## config.mk

```make
export PLATFORM = sky130hd
export DESIGN_NAME = midi_track_event_parser
export DESIGN_NICKNAME = d
export VERILOG_FILES = /design/src/hdl/midi_tep_pkg.sv /design/src/hdl/midi_tep_core.sv /design/src/hdl/midi_track_event_parser.sv
export SDC_FILE = /design/constraint.sdc
export NUM_CORES = 1
export LEC_CHECK = 0
export ABC_AREA = 1
export BUFFER_PORTS_ARGS = -buffer_cell sky130_fd_sc_hd__buf_2
export CORE_MARGIN = 2
export CORE_UTILIZATION = 55
export CTS_CLUSTER_DIAMETER = 100
export CTS_CLUSTER_SIZE = 25
export DETAILED_ROUTE_END_ITERATION = 6
export PLACE_DENSITY_LB_ADDON = 0.15
export SLEW_MARGIN = 20
export SYNTH_ARGS = -nofsm -noshare
export SYNTH_HDL_FRONTEND = slang
export SYNTH_SLANG_ARGS = --single-unit
export TNS_END_PERCENT = 100
```

## constraint.sdc

```tcl
create_clock -name clk -period 5.9 [get_ports clk]
set_input_delay 0.295 -clock clk [delete_from_list [all_inputs] [get_ports clk]]
set_output_delay 0.295 -clock clk [all_outputs]
set_load 0.02 [all_outputs]
```

## src/hdl/midi_tep_pkg.sv

```systemverilog
// Shared types and constants for the MIDI track event parser.
package midi_tep_pkg;

	localparam int VarlenMaxBytesDefault = 4;

	localparam logic [31:0] ID_MTRK = 32'h4D54726B;

	localparam logic [1:0] KIND_CHANNEL = 2'd0;
	localparam logic [1:0] KIND_TEMPO   = 2'd1;
	localparam logic [1:0] KIND_END     = 2'd2;
	localparam logic [1:0] KIND_ERROR   = 2'd3;

	localparam logic [2:0] ERR_NON_ASCII   = 3'd0;
	localparam logic [2:0] ERR_LONG_VARLEN = 3'd1;
	localparam logic [2:0] ERR_NO_RUNNING  = 3'd2;
	localparam logic [2:0] ERR_META_LEN    = 3'd3;
	localparam logic [2:0] ERR_BAD_STATUS  = 3'd4;
	localparam logic [2:0] ERR_TRUNCATED   = 3'd5;

	localparam logic [7:0] META_EOT   = 8'h2F;
	localparam logic [7:0] META_TEMPO = 8'h51;
	localparam logic [7:0] META_SMPTE = 8'h54;
	localparam logic [7:0] META_TSIG  = 8'h58;
	localparam logic [7:0] META_KSIG  = 8'h59;

	typedef enum logic [12:0] {
		PH_ID       = 13'b0000000000001,
		PH_LEN      = 13'b0000000000010,
		PH_SKIP     = 13'b0000000000100,
		PH_DELTA    = 13'b0000000001000,
		PH_STATUS   = 13'b0000000010000,
		PH_DATA1    = 13'b0000000100000,
		PH_DATA2    = 13'b0000001000000,
		PH_SYXLEN   = 13'b0000010000000,
		PH_SYXDATA  = 13'b0000100000000,
		PH_METATYPE = 13'b0001000000000,
		PH_METALEN  = 13'b0010000000000,
		PH_METADATA = 13'b0100000000000,
		PH_ENDPEND  = 13'b1000000000000
	} phase_t;

	typedef struct packed {
		logic [1:0]  kind;
		logic [15:0] track_index;
		logic [27:0] delta_time;
		logic [7:0]  message_type;
		logic [3:0]  channel;
		logic [23:0] param1;
		logic [7:0]  param2;
		logic [2:0]  error_code;
	} result_t;

endpackage

```

## src/hdl/midi_tep_core.sv

```systemverilog
// Parser state and per-byte next-state logic; one byte per cycle while step is high.
module midi_tep_core #(
	parameter int VARLEN_MAX_BYTES = midi_tep_pkg::VarlenMaxBytesDefault
) (
	input  logic                   clk,
	input  logic                   arst_n,
	input  logic                   step,
	input  logic [7:0]             data_byte,
	input  logic                   end_of_data,
	output logic                   res_valid,
	output midi_tep_pkg::result_t  res
);

	localparam logic [2:0] VlMax = 3'(VARLEN_MAX_BYTES);

	midi_tep_pkg::phase_t phase_q, phase_d;
	logic [2:0]  cnt_q, cnt_d;
	logic [31:0] id_q, id_d, len_q, len_d, pos_q, pos_d, skip_q, skip_d;
	logic [27:0] acc_q, acc_d, dlt_q, dlt_d;
	logic [7:0]  rs_q, rs_d, evs_q, evs_d, mt_q, mt_d, fd_q, fd_d;
	logic [23:0] mb_q, mb_d;
	logic [15:0] trk_q, trk_d;
	logic        halt_q, halt_d;

	always_ff @(posedge clk or negedge arst_n) begin
		if (!arst_n) begin
			phase_q <= midi_tep_pkg::PH_ID;
			cnt_q <= '0; id_q <= '0; len_q <= '0; pos_q <= '0; skip_q <= '0;
			acc_q <= '0; dlt_q <= '0; rs_q <= '0; evs_q <= '0; mt_q <= '0;
			mb_q <= '0; fd_q <= '0; trk_q <= '0; halt_q <= 1'b0;
		end else if (step) begin
			phase_q <= phase_d;
			cnt_q <= cnt_d; id_q <= id_d; len_q <= len_d; pos_q <= pos_d;
			skip_q <= skip_d; acc_q <= acc_d; dlt_q <= dlt_d; rs_q <= rs_d;
			evs_q <= evs_d; mt_q <= mt_d; mb_q <= mb_d; fd_q <= fd_d;
			trk_q <= trk_d; halt_q <= halt_d;
		end
	end

	always_comb begin
		logic [27:0] vacc;
		logic [2:0]  vcnt;
		logic        vdone, vlong, evt_done, evt_eot, emit, is_ch, meta_bad;
		logic [3:0]  err;
		logic [7:0]  ctype;
		logic [31:0] skip_m1;
		logic [31:0] idn;
		logic        id_bad, stop;
		midi_tep_pkg::result_t r;

		phase_d = phase_q; cnt_d = cnt_q; id_d = id_q; len_d = len_q; pos_d = pos_q;
		skip_d = skip_q; acc_d = acc_q; dlt_d = dlt_q; rs_d = rs_q; evs_d = evs_q;
		mt_d = mt_q; mb_d = mb_q; fd_d = fd_q; trk_d = trk_q; halt_d = halt_q;
		r = '0;
		r.track_index = trk_q;
		res_valid = 1'b0;
		err = 4'hF;
		evt_done = 1'b0; evt_eot = 1'b0; emit = 1'b0; is_ch = 1'b0;
		ctype = 8'h00; meta_bad = 1'b0;

		vacc = {acc_q[20:0], data_byte[6:0]};
		vcnt = cnt_q + 3'd1;
		vdone = !data_byte[7];
		vlong = data_byte[7] && (vcnt >= VlMax);
		skip_m1 = skip_q - 32'd1;

		// chunk id check: scan from the top byte down to any zero byte
		idn = {id_q[23:0], data_byte};
		id_bad = 1'b0; stop = 1'b0;
		for (int i = 0; i < 4; i++) begin
			if (!stop) begin
				if (idn[31-8*i -: 8] == 8'h00) stop = 1'b1;
				else if (idn[31-8*i]) begin
					id_bad = 1'b1; stop = 1'b1;
				end
			end
		end

		if (phase_q == midi_tep_pkg::PH_ENDPEND) begin
			r.kind = midi_tep_pkg::KIND_END;
			res_valid = 1'b1;
			trk_d = trk_q + 16'd1;
			r.track_index = trk_q;
		end
		if ((phase_q == midi_tep_pkg::PH_DELTA || phase_q == midi_tep_pkg::PH_STATUS ||
			phase_q == midi_tep_pkg::PH_DATA1 || phase_q == midi_tep_pkg::PH_DATA2 ||
			phase_q == midi_tep_pkg::PH_SYXLEN || phase_q == midi_tep_pkg::PH_SYXDATA ||
			phase_q == midi_tep_pkg::PH_METATYPE || phase_q == midi_tep_pkg::PH_METALEN ||
			phase_q == midi_tep_pkg::PH_METADATA) && pos_q != '1)
			pos_d = pos_q + 32'd1;

		case (phase_q)
			midi_tep_pkg::PH_ID, midi_tep_pkg::PH_ENDPEND: begin
				phase_d = midi_tep_pkg::PH_ID;
				id_d = idn;
				if (phase_q == midi_tep_pkg::PH_ENDPEND) vcnt = 3'd1;
				cnt_d = vcnt;
				if (vcnt >= 3'd4) begin
					cnt_d = '0;
					if (id_bad) err = {1'b0, midi_tep_pkg::ERR_NON_ASCII};
					len_d = '0;
					phase_d = midi_tep_pkg::PH_LEN;
				end
			end
			midi_tep_pkg::PH_LEN: begin
				len_d = {len_q[23:0], data_byte};
				cnt_d = vcnt;
				if (vcnt >= 3'd4) begin
					cnt_d = '0;
					if (id_q == midi_tep_pkg::ID_MTRK) begin
						pos_d = '0;
						if (len_d == '0) begin
							r.kind = midi_tep_pkg::KIND_END;
							res_valid = 1'b1;
							trk_d = trk_q + 16'd1;
							phase_d = midi_tep_pkg::PH_ID;
						end else begin
							phase_d = midi_tep_pkg::PH_DELTA;
							acc_d = '0;
						end
					end else begin
						skip_d = len_d;
						phase_d = (len_d == '0) ? midi_tep_pkg::PH_ID : midi_tep_pkg::PH_SKIP;
					end
				end
			end
			midi_tep_pkg::PH_SKIP: begin
				skip_d = skip_m1;
				if (skip_m1 == '0) begin
					phase_d = midi_tep_pkg::PH_ID; cnt_d = '0;
				end
			end
			midi_tep_pkg::PH_DELTA, midi_tep_pkg::PH_SYXLEN, midi_tep_pkg::PH_METALEN: begin
				acc_d = vacc; cnt_d = vcnt;
				if (vdone) begin
					if (phase_q == midi_tep_pkg::PH_DELTA) begin
						dlt_d = vacc; phase_d = midi_tep_pkg::PH_STATUS;
					end else begin
						skip_d = {4'h0, vacc};
						if (phase_q == midi_tep_pkg::PH_METALEN) mb_d = '0;
						if (vacc != '0)
							phase_d = (phase_q == midi_tep_pkg::PH_SYXLEN) ?
								midi_tep_pkg::PH_SYXDATA : midi_tep_pkg::PH_METADATA;
						else if (phase_q == midi_tep_pkg::PH_SYXLEN) evt_done = 1'b1;
						else begin
							case (mt_q)
								midi_tep_pkg::META_EOT:   evt_eot = 1'b1;
								midi_tep_pkg::META_TEMPO,
								midi_tep_pkg::META_SMPTE,
								midi_tep_pkg::META_TSIG,
								midi_tep_pkg::META_KSIG:  meta_bad = 1'b1;
								default: ;
							endcase
							evt_done = !meta_bad;
						end
					end
				end else if (vlong) err = {1'b0, midi_tep_pkg::ERR_LONG_VARLEN};
			end
			midi_tep_pkg::PH_STATUS: begin
				if (data_byte[7]) begin
					if (data_byte == 8'hF0 || data_byte == 8'hF7) begin
						rs_d = '0; acc_d = '0; cnt_d = '0; phase_d = midi_tep_pkg::PH_SYXLEN;
					end else if (data_byte == 8'hFF) begin
						rs_d = '0; phase_d = midi_tep_pkg::PH_METATYPE;
					end else if (data_byte >= 8'hF0) begin
						err = {1'b0, midi_tep_pkg::ERR_BAD_STATUS};
					end else begin
						rs_d = data_byte; evs_d = data_byte; phase_d = midi_tep_pkg::PH_DATA1;
					end
				end else if (!rs_q[7]) begin
					err = {1'b0, midi_tep_pkg::ERR_NO_RUNNING};
				end else begin
					evs_d = rs_q; fd_d = data_byte;
					if (rs_q[7:4] == 4'hC || rs_q[7:4] == 4'hD) is_ch = 1'b1;
					else phase_d = midi_tep_pkg::PH_DATA2;
				end
			end
			midi_tep_pkg::PH_DATA1: begin
				fd_d = data_byte;
				if (evs_q[7:4] == 4'hC || evs_q[7:4] == 4'hD) is_ch = 1'b1;
				else phase_d = midi_tep_pkg::PH_DATA2;
			end
			midi_tep_pkg::PH_DATA2: is_ch = 1'b1;
			midi_tep_pkg::PH_SYXDATA: begin
				skip_d = skip_m1;
				if (skip_m1 == '0) evt_done = 1'b1;
			end
			midi_tep_pkg::PH_METATYPE: begin
				mt_d = data_byte; acc_d = '0; cnt_d = '0; phase_d = midi_tep_pkg::PH_METALEN;
			end
			midi_tep_pkg::PH_METADATA: begin
				mb_d = {mb_q[15:0], data_byte};
				skip_d = skip_m1;
				if (skip_m1 == '0) begin
					case (mt_q)
						midi_tep_pkg::META_EOT:   meta_bad = (acc_q != 28'd0);
						midi_tep_pkg::META_TEMPO: meta_bad = (acc_q != 28'd3);
						midi_tep_pkg::META_SMPTE: meta_bad = (acc_q != 28'd5);
						midi_tep_pkg::META_TSIG:  meta_bad = (acc_q != 28'd4);
						midi_tep_pkg::META_KSIG:  meta_bad = (acc_q != 28'd2);
						default:                  meta_bad = 1'b0;
					endcase
					if (!meta_bad) begin
						evt_done = 1'b1;
						evt_eot = (mt_q == midi_tep_pkg::META_EOT);
						if (mt_q == midi_tep_pkg::META_TEMPO) begin
							emit = 1'b1;
							r.kind = midi_tep_pkg::KIND_TEMPO;
							r.delta_time = dlt_q;
							r.message_type = midi_tep_pkg::META_TEMPO;
							r.param1 = mb_d;
						end
					end
				end
			end
			default: begin
				phase_d = midi_tep_pkg::PH_ID; cnt_d = '0;
			end
		endcase

		if (meta_bad) err = {1'b0, midi_tep_pkg::ERR_META_LEN};

		if (is_ch) begin
			ctype = {evs_d[7:4], 4'h0};
			emit = 1'b1;
			evt_done = 1'b1;
			r.kind = midi_tep_pkg::KIND_CHANNEL;
			r.delta_time = dlt_q;
			r.message_type = ctype;
			r.channel = evs_d[3:0];
			if (phase_q == midi_tep_pkg::PH_DATA2) begin
				if (evs_q[7:4] == 4'hE) r.param1 = {10'd0, data_byte[6:0], fd_q[6:0]};
				else begin
					r.param1 = {16'd0, fd_q}; r.param2 = data_byte;
				end
			end else r.param1 = {16'd0, data_byte};
		end

		if (evt_done) begin
			if (evt_eot || pos_d >= len_q) begin
				if (emit) phase_d = midi_tep_pkg::PH_ENDPEND;
				else begin
					r = '0;
					r.kind = midi_tep_pkg::KIND_END;
					r.track_index = trk_q;
					trk_d = trk_q + 16'd1;
					phase_d = midi_tep_pkg::PH_ID;
					cnt_d = '0;
					res_valid = 1'b1;
				end
			end else begin
				phase_d = midi_tep_pkg::PH_DELTA; acc_d = '0; cnt_d = '0;
			end
			if (emit) res_valid = 1'b1;
		end

		if (err == 4'hF && end_of_data &&
			!((phase_d == midi_tep_pkg::PH_ID && cnt_d == '0) ||
			phase_d == midi_tep_pkg::PH_ENDPEND))
			err = {1'b0, midi_tep_pkg::ERR_TRUNCATED};
		if (err != 4'hF) begin
			halt_d = 1'b1;
			r = '0;
			r.kind = midi_tep_pkg::KIND_ERROR;
			// a track end given up on this byte still counts the track
			r.track_index = trk_d;
			r.error_code = err[2:0];
			res_valid = 1'b1;
		end
		if (halt_q) begin
			res_valid = 1'b0;
			phase_d = phase_q; cnt_d = cnt_q; id_d = id_q; len_d = len_q;
			pos_d = pos_q; skip_d = skip_q; acc_d = acc_q; dlt_d = dlt_q; rs_d = rs_q;
			evs_d = evs_q; mt_d = mt_q; mb_d = mb_q; fd_d = fd_q; trk_d = trk_q;
		end
		res = r;
	end

	// a pending track end leaves on the next byte unless the parser has halted
	a_endpend: assert property (@(posedge clk) disable iff (!arst_n)
		step && phase_q == midi_tep_pkg::PH_ENDPEND && !halt_q |-> res_valid)
		else $error("pending track end not emitted");
	a_halt_sticky: assert property (@(posedge clk) disable iff (!arst_n)
		halt_q |=> halt_q)
		else $error("halt cleared without reset");
	a_halt_quiet: assert property (@(posedge clk) disable iff (!arst_n)
		halt_q |-> !res_valid)
		else $error("result while halted");

endmodule

```

## src/hdl/midi_track_event_parser.sv

```systemverilog
// Top level: stream wrapper around the MIDI track event parser core.
// Takes one file byte per cycle (tdata byte, end-of-data on tlast), one byte
// per clock sustained while m_tready is high; the input is registered into
// the parser state and the result sits in an output register, so a byte is
// accepted whenever that register is empty or being drained in the same
// cycle. Each byte gives zero or one result transaction: a channel event,
// a tempo event, a track end or an error, told apart by the kind on m_tuser.
// After an error nothing more comes out until arst_n is asserted. The track end
// that follows a channel or tempo event finishing a track comes on the next byte.
module midi_track_event_parser #(
	parameter int VARLEN_MAX_BYTES = midi_tep_pkg::VarlenMaxBytesDefault
) (
	input  logic          clk,
	input  logic          arst_n,
	input  logic          s_tvalid,
	output logic          s_tready,
	input  logic [7:0]    s_tdata,   // [7:0] data_byte
	input  logic          s_tlast,   // end_of_data
	output logic          m_tvalid,
	input  logic          m_tready,
	output logic [95:0]   m_tdata,   // track_index, delta_time, message_type, channel,
	                                  // param1, param2, error_code (low up)
	output logic [1:0]    m_tuser    // [1:0] kind
);

	logic                  step, res_valid;
	midi_tep_pkg::result_t res, out_q;
	logic                  ovalid_q;

	assign s_tready = !ovalid_q || m_tready;
	assign step     = s_tvalid && s_tready;

	midi_tep_core #(.VARLEN_MAX_BYTES(VARLEN_MAX_BYTES)) u_core (
		.clk, .arst_n, .step,
		.data_byte(s_tdata), .end_of_data(s_tlast),
		.res_valid, .res
	);

	always_ff @(posedge clk or negedge arst_n) begin
		if (!arst_n) ovalid_q <= 1'b0;
		else if (s_tready) ovalid_q <= step && res_valid;
	end

	always_ff @(posedge clk) begin
		if (step && res_valid) out_q <= res;
	end

	assign m_tvalid = ovalid_q;
	assign m_tuser  = out_q.kind;
	assign m_tdata  = {5'd0, out_q.error_code, out_q.param2, out_q.param1, out_q.channel,
		out_q.message_type, out_q.delta_time, out_q.track_index};

	a_no_drop: assert property (@(posedge clk) disable iff (!arst_n)
		m_tvalid && !m_tready |-> !s_tready)
		else $error("input taken while result stalled");
	a_hold: assert property (@(posedge clk) disable iff (!arst_n)
		m_tvalid && !m_tready |=> m_tvalid && $stable(m_tdata) && $stable(m_tuser))
		else $error("stalled result changed");
	a_tick: assert property (@(posedge clk) disable iff (!arst_n)
		step && res_valid |=> m_tvalid)
		else $error("result not registered");

endmodule
```

==> reports/metrics.yaml <==
global_routing:
  grt_pass1_wl_microns: 99900
  grt_max_degree: 140
  gr-total-overflow: 0
  track_usage_pct: 32.6
  antenna_found_initial: 0
  grt_pass1_vias: 18000
drt:
  wl_microns: 63600
  drc_errors: 1
  via_per_inst: 5.70
  drtIter0Drc: 2135
  drtPass1Iterations: 7
  vias: 19100
  antenna_left: 0
  wl_per_cell_microns: 19.0
place:
  portBuffers: 104
  place_inst: 3315
  postPlaceCellArea_sq_um: 22000
  dp_hpwl_microns: 46700
  gp_congestion: 0.952
yosys:
  synthArstFlopShare_pct: 74.7
  ys_ff_latch: 356
  yosysUniqueCellTypes: 61
  ys_warn_count: 0
  synth_ff_type: "dfrtp_1"
  ys_seq_area_share_pct: 44.9
  synth_edf_count: 90
  synth_area_sq_um: 20800
  synthesis.instances: 2756
  avgSynthCellArea_sq_um: 7.56
power:
  p_leak_nw: 10.8
  power_frac_seq_pct: 59.0
  p_comb_share_pct: 8.1
  vdd_drop_max_v: 0.000271
  clkPwrFrac_pct: 32.9
  powerDensity_nw_per_um2: 197
  internal-power_w: 0.00332
  sw_frac_of_total_pct: 25.8
  switchingPower_w: 0.00115
clocking:
  cts_buffers: 18
  cts_num_sinks: 356
  cts_root_buf: "clkbuf_16"
  clockBufferDepth: 3
  clk_transition_reported_paths_ns: 0.10
  htree_levels: 1
  clock_latency_ns: 0.56
  cts_tree: "done"
setup_path:
  start_kind: "flop"
  crit_path_frequent_cell: "nand2_1"
  criticalPathCategory: "reg -> reg"
  slowest_stage: "dfrtp_1"
  arrival_ns: 5.74
  end_kind: "flop"
  critPathMaxStageDelay_ns: 0.40
  reg2reg_slack_ns: 0.42
  critPathMaxFanout: 24
  required_ns: 6.16
die:
  die_height_microns: 199
  start_util_pct: 55.6
  die-area_sq_um: 39500
  dieWidth_microns: 199
  num_io_pins: 113
  fp.coreArea_sq_um: 37500
  rows: 71
timing:
  final_hold_viol_count: 0
  finalSetupViolations: 0
  worst_slew_pin_slew_ns: 1.08
  fin_crit_ns: 5.48
  skew_ns: 0.0258
  finalMaxSlewViolations: 0
  final.period_utilization_pct: 92.9
  relSlewSlack_pct: 27.8
  fmax_mhz: 182
layout:
  layout_common_cells: "nand2_1, inv_1, dfrtp_1"
  final_layout_size_suffix_gt1_share_pct: 10.5
  nNetsFinal: 2880
  n_fill_cell: 3470
  diodes: 0
  area_growth_pct: 8.95
  layoutNonFillerInstCount: 3352
  design_area_sq_um: 22700
  layout_commonest_cell: "nand2_1"
outcome:
  violations: "design-rule violations"
  status: "finished with violations"
run:
  maxCapViolCount: 0
hold_path:
  hp-class: "in -> reg"
==> cells by family after synthesis <==
group | count (synthesis) | synth area share [%]
and+or+nand+nor | 1387 | 29.5
AOI/OAI and AO/OA | 499 | 13.4
buffers and inverters | 441 | 8.34
DFF | 356 | 44.9
adders and majority gates | 37 | 2.22
xor gates and xnor gates | 29 | 1.22
muxes | 6 | 0.324
other | 1 | 0.0180
==> power by group through the flow <==
stage / clock network, W / registers [W] / logic, W
floorplan: 0 / 0.00267 / 0.000222
global placement: 0 / 0.00268 / 0.000346
detailed placement: 0 / 0.00268 / 0.000355
CTS: 0.00150 / 0.00263 / 0.000358
global route: 0.00157 / 0.00264 / 0.000409
finish: 0.00147 / 0.00264 / 0.000361
==> final cells by class <==
cell class	count	area (sq um)	area share [%]
Multi-Input combinational cell	1966	9840	43.3
Sequential cell	356	9360	41.2
Inverter	326	1230	5.41
Timing Repair Buffer	162	1090	4.78
Tap cell	511	639	2.82
Clock buffer	27	484	2.13
Clock inverter	4	63.8	0.281
==> worst paths after layout <==
check                                               start                            to  cells after the start
min in group asynchronous                          arst_n    u_core.fd_q[2]$_DFFE_PN0P_                      2
max in group asynchronous                          arst_n  u_core.acc_q[24]$_DFFE_PN0P_                      3
max                        u_core.phase_q[10]$_DFFE_PN0P_     m_tdata[38]$_SDFFCE_PN0P_                     38
max reg2reg                u_core.phase_q[10]$_DFFE_PN0P_     m_tdata[38]$_SDFFCE_PN0P_                     38
min reg2reg                    u_core.fd_q[5]$_DFFE_PN0P_    u_core.fd_q[5]$_DFFE_PN0P_                      2
min                                              m_tready          m_tvalid$_DFFE_PN0N_                      4
==> sequential cells by signal (all words and copies together), names as in the netlist, 13 cells and up <==
register        count
u_core.skip_q      32
u_core.dlt_q       28
u_core.trk_q       16
u_core.pos_q       32
u_core.acc_q       28
m_tdata            88
u_core.id_q        32
u_core.mb_q        16
u_core.phase_q     13
u_core.len_q       32
==> cell usage after synthesis (5+ instances only) <==
master / instances / area share [%]
o22ai_1: 48 / 1.4
nor2_1: 233 / 4.2
nor3_1: 55 / 1.3
buf_4: 8 / 0.29
o31ai_1: 11 / 0.40
a211oi_1: 7 / 0.25
buf_1: 8 / 0.14
nor2_4: 37 / 2.0
a21oi_1: 109 / 2.6
nor2_2: 17 / 0.51
o21ai_0: 256 / 6.1
buf_2: 9 / 0.22
o21a_1: 7 / 0.25
xor2_1: 27 / 1.1
nand2_1: 792 / 14
inv_1: 302 / 5.4
mux2_2: 6 / 0.32
clkbuf_1: 86 / 1.5
clkinv_1: 8 / 0.14
edfxtp_1: 90 / 13
nor4_1: 26 / 0.78
a22o_1: 6 / 0.25
nand2_2: 9 / 0.27
nand4_1: 64 / 1.9
inv_2: 16 / 0.29
o21ai_1: 5 / 0.12
a22oi_1: 15 / 0.54
dfrtp_1: 265 / 32
nand3_1: 128 / 3.1
o21bai_1: 9 / 0.32
ha_1: 37 / 2.2
==> worst max-delay path: cells and delay by family (launching register included) <==
kind                     cells  cell delay [ns]
XOR/XNOR                     1             0.18
buffers and inverters        7             0.83
AND/OR/NAND/NOR             26             2.98
adder cells (fa/ha/maj)      1             0.28
flip-flops                   1             0.40
AO/OA/AOI/OAI                3             0.47
==> metrics by stage <==
stage	hold slack, ns	TNS [ns]	utilization, %	power (W)	setup WS (ns)
floorplan	-0.000591	0	-	0.00289	0.0718
global placement	0.317	0	58.7	0.00303	0.275
detailed placement	0.315	0	58.7	0.00304	0.149
CTS	0.0764	0	60.3	0.00449	0.111
global route	0.0842	-0.0345	60.6	0.00463	-0.00643
finish	0.0885	0	60.6	0.00447	0.420
==> routing by layer <==
metal  share of wire, %  GRT usage [%]  up-vias
li1                   -              -     9195
met2                 48           54.0      705
met5                  0              0        -
met1                 44           45.9     9090
met4                2.3           7.57        0
met3                6.6           4.17      101
==> timing repair <==
item / 4_1_cts / 5_1_grt
setup buffers: 0 / 3
hold endpoints to repair: 80 / 0
gates resized for setup: 0 / 13
endpoints found under the setup margin: 0 / 180
hold buffers: 2 / 0
Note: power is estimated with default switching activity, not from simulation.
